==> src/hw/rtl/tlfs_pkg.sv <==
// Shared types and codes for the two-level preemptive FCFS scheduler.
// Depends on nothing; every other file of the block but tlfs_if.sv imports it.
`default_nettype none

package tlfs_pkg;

	localparam logic FUNC_ARRIVE = 1'b0;
	localparam logic FUNC_TICK   = 1'b1;

	localparam logic [2:0] STAT_QUEUED = 3'd0;
	localparam logic [2:0] STAT_FULL   = 3'd1;
	localparam logic [2:0] STAT_ZERO   = 3'd2;
	localparam logic [2:0] STAT_IDLE   = 3'd3;
	localparam logic [2:0] STAT_RAN    = 3'd4;
	localparam logic [2:0] STAT_DONE   = 3'd5;

	typedef struct packed {
		logic [15:0] remaining;
		logic [15:0] burst;
		logic [15:0] arrival;
		logic [15:0] id;
	} job_t;

	typedef struct packed {
		logic push;
		logic pop;
	} q_ctl_t;

	typedef struct packed {
		logic empty;
		logic full;
	} q_stat_t;

endpackage

`default_nettype wire

==> src/hw/rtl/tlfs_queue.sv <==
// One ready queue: a circular buffer memory with head, tail and fill count.
// Depends on tlfs_pkg for the job record and control/status structs.
`default_nettype none

module tlfs_queue #(
	parameter int unsigned DEPTH = 64
) (
	input  wire logic              clk,
	input  wire logic              arst_n,
	input  wire tlfs_pkg::q_ctl_t  ctl,
	input  wire tlfs_pkg::job_t    wdata,
	output tlfs_pkg::job_t         rdata_s1,
	output tlfs_pkg::q_stat_t      stat
);
	import tlfs_pkg::*;

	localparam int unsigned PTR_W = (DEPTH > 1) ? $clog2(DEPTH) : 1;
	localparam int unsigned CNT_W = $clog2(DEPTH + 1);
	localparam logic [PTR_W-1:0] LAST_PTR = PTR_W'(DEPTH - 1);
	localparam logic [CNT_W-1:0] FULL_CNT = CNT_W'(DEPTH);

	job_t             mem [DEPTH];
	logic [PTR_W-1:0] head_q;
	logic [PTR_W-1:0] tail_q;
	logic [CNT_W-1:0] count_q;

	always_ff @(posedge clk) begin
		if (ctl.push) begin
			mem[tail_q] <= wdata;
		end
		rdata_s1 <= mem[head_q];
	end

	always_ff @(posedge clk or negedge arst_n) begin
		if (!arst_n) begin
			head_q  <= '0;
			tail_q  <= '0;
			count_q <= '0;
		end else begin
			if (ctl.push) begin
				tail_q <= (tail_q == LAST_PTR) ? '0 : tail_q + 1'b1;
			end
			if (ctl.pop) begin
				head_q <= (head_q == LAST_PTR) ? '0 : head_q + 1'b1;
			end
			case ({ctl.push, ctl.pop})
				2'b10:   count_q <= count_q + 1'b1;
				2'b01:   count_q <= count_q - 1'b1;
				default: count_q <= count_q;
			endcase
		end
	end

	assign stat.empty = (count_q == '0);
	assign stat.full  = (count_q == FULL_CNT);

endmodule

`default_nettype wire

==> config.mk <==
export PLATFORM = sky130hd
export DESIGN_NAME = tlfs_queue
export DESIGN_NICKNAME = d
export VERILOG_FILES = /design/src/hw/rtl/tlfs_pkg.sv /design/src/hw/rtl/tlfs_queue.sv
export SDC_FILE = /design/constraint.sdc
export NUM_CORES = 2
export LEC_CHECK = 0
export BUFFER_PORTS_ARGS = -buffer_cell sky130_fd_sc_hd__buf_2
export CORE_AREA = 10 10 574 576
export DETAILED_ROUTE_END_ITERATION = 8
export DIE_AREA = 0 0 584 586
export PLACE_DENSITY = 0.78
export SLEW_MARGIN = 20
export SYNTH_ARGS = -nofsm -noshare
export SYNTH_HDL_FRONTEND = slang
export SYNTH_SLANG_ARGS = --single-unit
==> constraint.sdc <==
create_clock -name clk -period 6.36 [get_ports clk]
set_clock_uncertainty 0.05 [all_clocks]
set_input_delay 0.318 -clock clk [delete_from_list [all_inputs] [get_ports clk]]
set_output_delay 0.318 -clock clk [all_outputs]
set_load 0.01 [all_outputs]
; ---- Word-level counts from Yosys, hierarchy flattened
; Memory sizes are Yosys's and may differ from the RTL's. A register that Yosys moved wholly into a read port is not among the register bits.
; Index checks and enable logic that the tools add are counted.
[totals]
input_bits = 68
mem_count = 1
ram_bits = 4096
reg_bits = 19
wordCells = 20
[classes]
mux = 5
n_reduce_logical = 2
addsub = 4
n_eq_ne = 5
[mem_list]
columns = name, words, width, read_ports, rd_ports_with_merged_regs, write_ports, line
row1 = mem, 64, 64, 1, 1, 1, tlfs_queue.sv:22  ; job_t mem [DEPTH];
[ops]
columns = op, count
row1 = 7-bit case mux with 2 select lines, 1
row2 = 6-bit by 1-bit adder with 6-bit output (second input constant), 2
row3 = 6-bit == test (second input constant), 2
row4 = 6-bit two-way mux, 2
row5 = 7-bit by 1-bit adder with 7-bit output (second input constant), 1
row6 = 7-bit == test (second input constant), 1
row7 = 7-bit logical NOT, 1
row8 = 7-bit by 1-bit subtractor with 7-bit output (second input constant), 1
row9 = 2-bit by 1-bit == test with 1-bit output (second input constant), 1
row10 = 2-bit == test (second input constant), 1
row11 = 1-bit two-way mux, 2
row12 = 2-bit nonzero test, 1

; ---- Depth between registers and ports, before layout
[logic_depth]
word_depth = 2
ltp_mapped = 11

; ---- Least setup slack after synthesis
; OpenSTA, ideal clock, no wires.
[synth_path]
path_type = reg2reg
startpoint = reg tail_q[4]
endpoint = mem mem[48][0] (netlist bit), enable pin
slack_ns = 0.355
required_time_ns = 5.745
stages_incl_launch_ff = 5
synth_period_minus_slack_ns = 6.005
path_buffers = 1
arrival_time_ns = 5.391
setup_ns = 0.565
cell_sequence = dfrtp_1 > clkbuf_1 > nand2b_1 > or3_1 > nor3_1
[synth_lines]
columns = element, line
row1 = from (decl), tlfs_queue.sv:24  ; logic [PTR_W-1:0] tail_q;
row2 = from (signal assigned), tlfs_queue.sv:41  ; tail_q <= (tail_q == LAST_PTR) ? '0 : tail_q + 1'b1;
row3 = to (decl), tlfs_queue.sv:22
; Straight into the memory's write port.

==> results.toml <==
[layout]
most_common_library_cell_in_the_layout_ignoring_fill_and_taps = "sky130_fd_sc_hd__edfxtp_1"
areaGrowthSynthToFinish_pct = 13.07
drive_above_1_share_pct = 23.12
most-common-layout-cells = "sky130_fd_sc_hd__edfxtp_1, sky130_fd_sc_hd__mux4_2, sky130_fd_sc_hd__mux2i_1, sky130_fd_sc_hd__clkbuf_16, sky130_fd_sc_hd__a221oi_1"
fin_nets = 7671
final_cells = 12130

[floorplanning]
die-area_mm2 = 0.3422
core_mm2 = 0.3173
initial_core_util_pct = 49.84
floorplan.rows = 207
ios = 134
chipHeight_um = 586
floorplan.die.width_um = 584

[routing]
detail_route.drc_violations = 0
drt_wl_total_mm = 447.6
route.antenna.remaining_nets = 0
wl_per_cell_um = 36.90
count_of_routing_violations_after_the_opening_detailed_route_iteration = 14470
dr.pass1.iters = 8
route.detailed.vias_per_inst = 6.827
route.vias.total = 82810

[synthesis]
synth-adder-area-share_pct = 0.03956
synth-compound-area-share_pct = 3.591
synth.cell_area_mm2 = 0.1581
synth_top_family_by_area = "multiplexers"
yosys.area.top_type_share_pct = 77.79
number_of_different_library_cells_in_the_post_synthesis_netlist = 57
postSynthNetCount = 7302
synth-simple-area-share_pct = 1.642
synth_sequential_area_ratio_pct = 78.90
ys_async_sr_fraction_pct = 0.4547
postSynthCellCount = 7229
synthMuxAreaShare_pct = 14.29
synth_flop_cell = "sky130_fd_sc_hd__edfxtp_1"
synthesis.yosys.warnings = 0
synth_enable_flop_cells = 4096
synthDominantAreaCellType = "sky130_fd_sc_hd__edfxtp_1"
post_synth.cell_area_avg_um2 = 21.87
leading_cell_types_by_total_area_after_synthesis = "sky130_fd_sc_hd__edfxtp_1, sky130_fd_sc_hd__mux4_2, sky130_fd_sc_hd__mux2i_1"
synth_xor_area_share_pct = 0.07755
ys_ff_latch = 4179

[sta]
drv_slew = 0
fmaxAchievable_mhz = 242.0
worst_pin_slew_ns = 1.268
hold_viol_final = 0
grt_setup_unrepaired = "no"
fin_crit_sh_pct = 64.99
finalSetupViolations = 0
finalCriticalPeriod_ns = 4.133
totalNegativeSetupSlack_ns = 0
worst_slew_margin_rel_pct = 15.30

[clocking]
cts_made_buffers = 401
post_cts.repair.setup_buffers = 0
clock_path_buffers = 4
tritoncts = "built"
buffer_type_at_the_clock_tree_root = "sky130_fd_sc_hd__clkbuf_16"
number_of_clock_sinks = 4179
clkSlewWorstSetupHoldPaths_ns = 0.06
htree_num_levels = 5
clkLatencyLatePin_ns = 0.94

[placement]
place_congestion = 0.8261
detailed_place_hpwl_mm = 233.7
dp_cells = 11340
place.port_buffers = 133

[worst_setup_path]
cpLargestDelayFamily = "buffers and inverters"
critPathKind = "flop to flop"
critical_path.startpoint_type = "flop"
crit_path_max_incr_delay_ns = 0.92
timing.critical_path.buf_inv = 2
worst-endpoint-arrival_ns = 4.91
worst-path-max-fanout = 95
critical_path.cell_chain = "buf_12 > buf_4 > mux4_2 > o22ai_1 > nor4_1 > o22a_1"
setup.worst_path.end_class = "flop"
slowest_stage = "sky130_fd_sc_hd__dfrtp_4"
crit_required_ns = 7.14

[run]
drv.max_cap_violation_count = 0

[min_path]
classification_of_the_worst_slack_hold_path = "input port to flop"

[grt]
groute.usage.overall_pct = 25.57
largest_net_degree_at_the_start_of_global_routing = 147
first_global_vias = 83320
grt_pass1_wl_mm = 626.9
antenna_violations_before_repair = 39
overflow = 0

[outcome]
status = "complete, no violations"

[pwr]
cellLeakagePower_nw = 56.43
vdd_ir_drop_max_mv = 0.3973
power_per_cell_area_mw_per_mm2 = 408.4
-- stage by stage --
| stage | area [µm²] | setup WS [ns] | total power [mW] | util [%] | hold slack, ns |
|---|---|---|---|---|---|
| floorplan | 158100 | 0.3546 | 42.12 | - | -0.02759 |
| global placement | 164400 | 2.129 | 47.80 | 51.83 | 0.3368 |
| detailed placement | 164600 | 2.395 | 48.16 | 51.89 | 0.3416 |
| CTS | 178400 | 2.353 | 72.73 | 56.24 | 0.004868 |
| global route | 178800 | 2.213 | 74.61 | 56.35 | 0.09663 |
| finish | 178800 | 2.227 | 73.03 | 56.35 | 0.04008 |
-- metal layers --
| layer | vias up | GRT usage, % | routed length, µm |
|---|---|---|---|
| li1 | 31500 | - | - |
| met1 | 42480 | 32.43 | 143700 |
| met2 | 7323 | 40.43 | 210300 |
| met3 | 1473 | 7.791 | 66730 |
| met4 | 38 | 12.62 | 26420 |
| met5 | - | 0.3739 | 420 |
-- cell type report --
cell class | count | area [µm²]
clock inverters | 242 | 2907
flip-flops and latches | 4179 | 124800
inverters | 3 | 13.76
well taps | 4180 | 5230
fillers | 21580 | 138500
repair buffers | 390 | 3396
multi-input cells | 2623 | 31650
diodes | 9 | 22.52
clock buffers | 505 | 10800
-- repair_timing --
item / CTS / global route
hold buffers: 8 / 21
hold endpoints to repair: 49 / 1175
resized for setup: 0 / 0
-- flip-flops by register name, indices dropped and copies added (netlist names) --
register and count:
mem 4096, rdata_s1 64, count_q 7, head_q 6, tail_q 6
-- cell families (layout without fill, tap and decap cells) --
kind of cell | count (synthesis) | in the layout
buf+inv | 427 | 1140
mux | 1313 | 1313
fa+ha+maj | 5 | 5
xor+xnor | 14 | 14
compound gates | 773 | 773
flops | 4179 | 4179
other cells | 0 | 9
simple gates | 518 | 518
-- cell usage after synthesis, types with 18 or more instances --
library cell               number
sky130_fd_sc_hd__edfxtp_1    4096
sky130_fd_sc_hd__nand4_1       48
sky130_fd_sc_hd__nor3_1        81
sky130_fd_sc_hd__o21ai_0       60
sky130_fd_sc_hd__nand3_1       25
sky130_fd_sc_hd__buf_2        142
sky130_fd_sc_hd__a21oi_1       57
sky130_fd_sc_hd__buf_1         18
sky130_fd_sc_hd__buf_4         71
sky130_fd_sc_hd__nand2b_1      49
sky130_fd_sc_hd__dfrtp_1       19
sky130_fd_sc_hd__nor2_1       122
sky130_fd_sc_hd__o22a_1        47
sky130_fd_sc_hd__o22ai_1      193
sky130_fd_sc_hd__clkbuf_1     158
sky130_fd_sc_hd__buf_6         31
sky130_fd_sc_hd__a221oi_1     199
sky130_fd_sc_hd__mux2i_1      555
sky130_fd_sc_hd__nand2_1      101
sky130_fd_sc_hd__a22oi_1      159
sky130_fd_sc_hd__nor4_1        48
sky130_fd_sc_hd__mux4_2       755
sky130_fd_sc_hd__dfxtp_1       64
-- where the power goes --
group          leakage [nW]  switching [mW]  total, mW  internal (mW)
combinational          12.1            10.1       15.8           5.68
sequential             37.6           0.989       32.5           31.5
clock                  6.67            10.3       24.7           14.4
-- worst paths after layout --
path,endpoint,cells past startpoint,slack [ns],from
worst max-delay path,rdata_s1[41],6,2.23,head_q[1]
worst min-delay path,mem[27][54],1,0.04,wdata[54]
worst max register to register,rdata_s1[41],6,2.23,head_q[1]
worst min register to register,count_q[6],1,0.48,count_q[6]
max in group asynchronous,head_q[4],4,5.63,arst_n
min in group asynchronous,count_q[4],4,0.42,arst_n
Power figures use the tool's default switching activity.
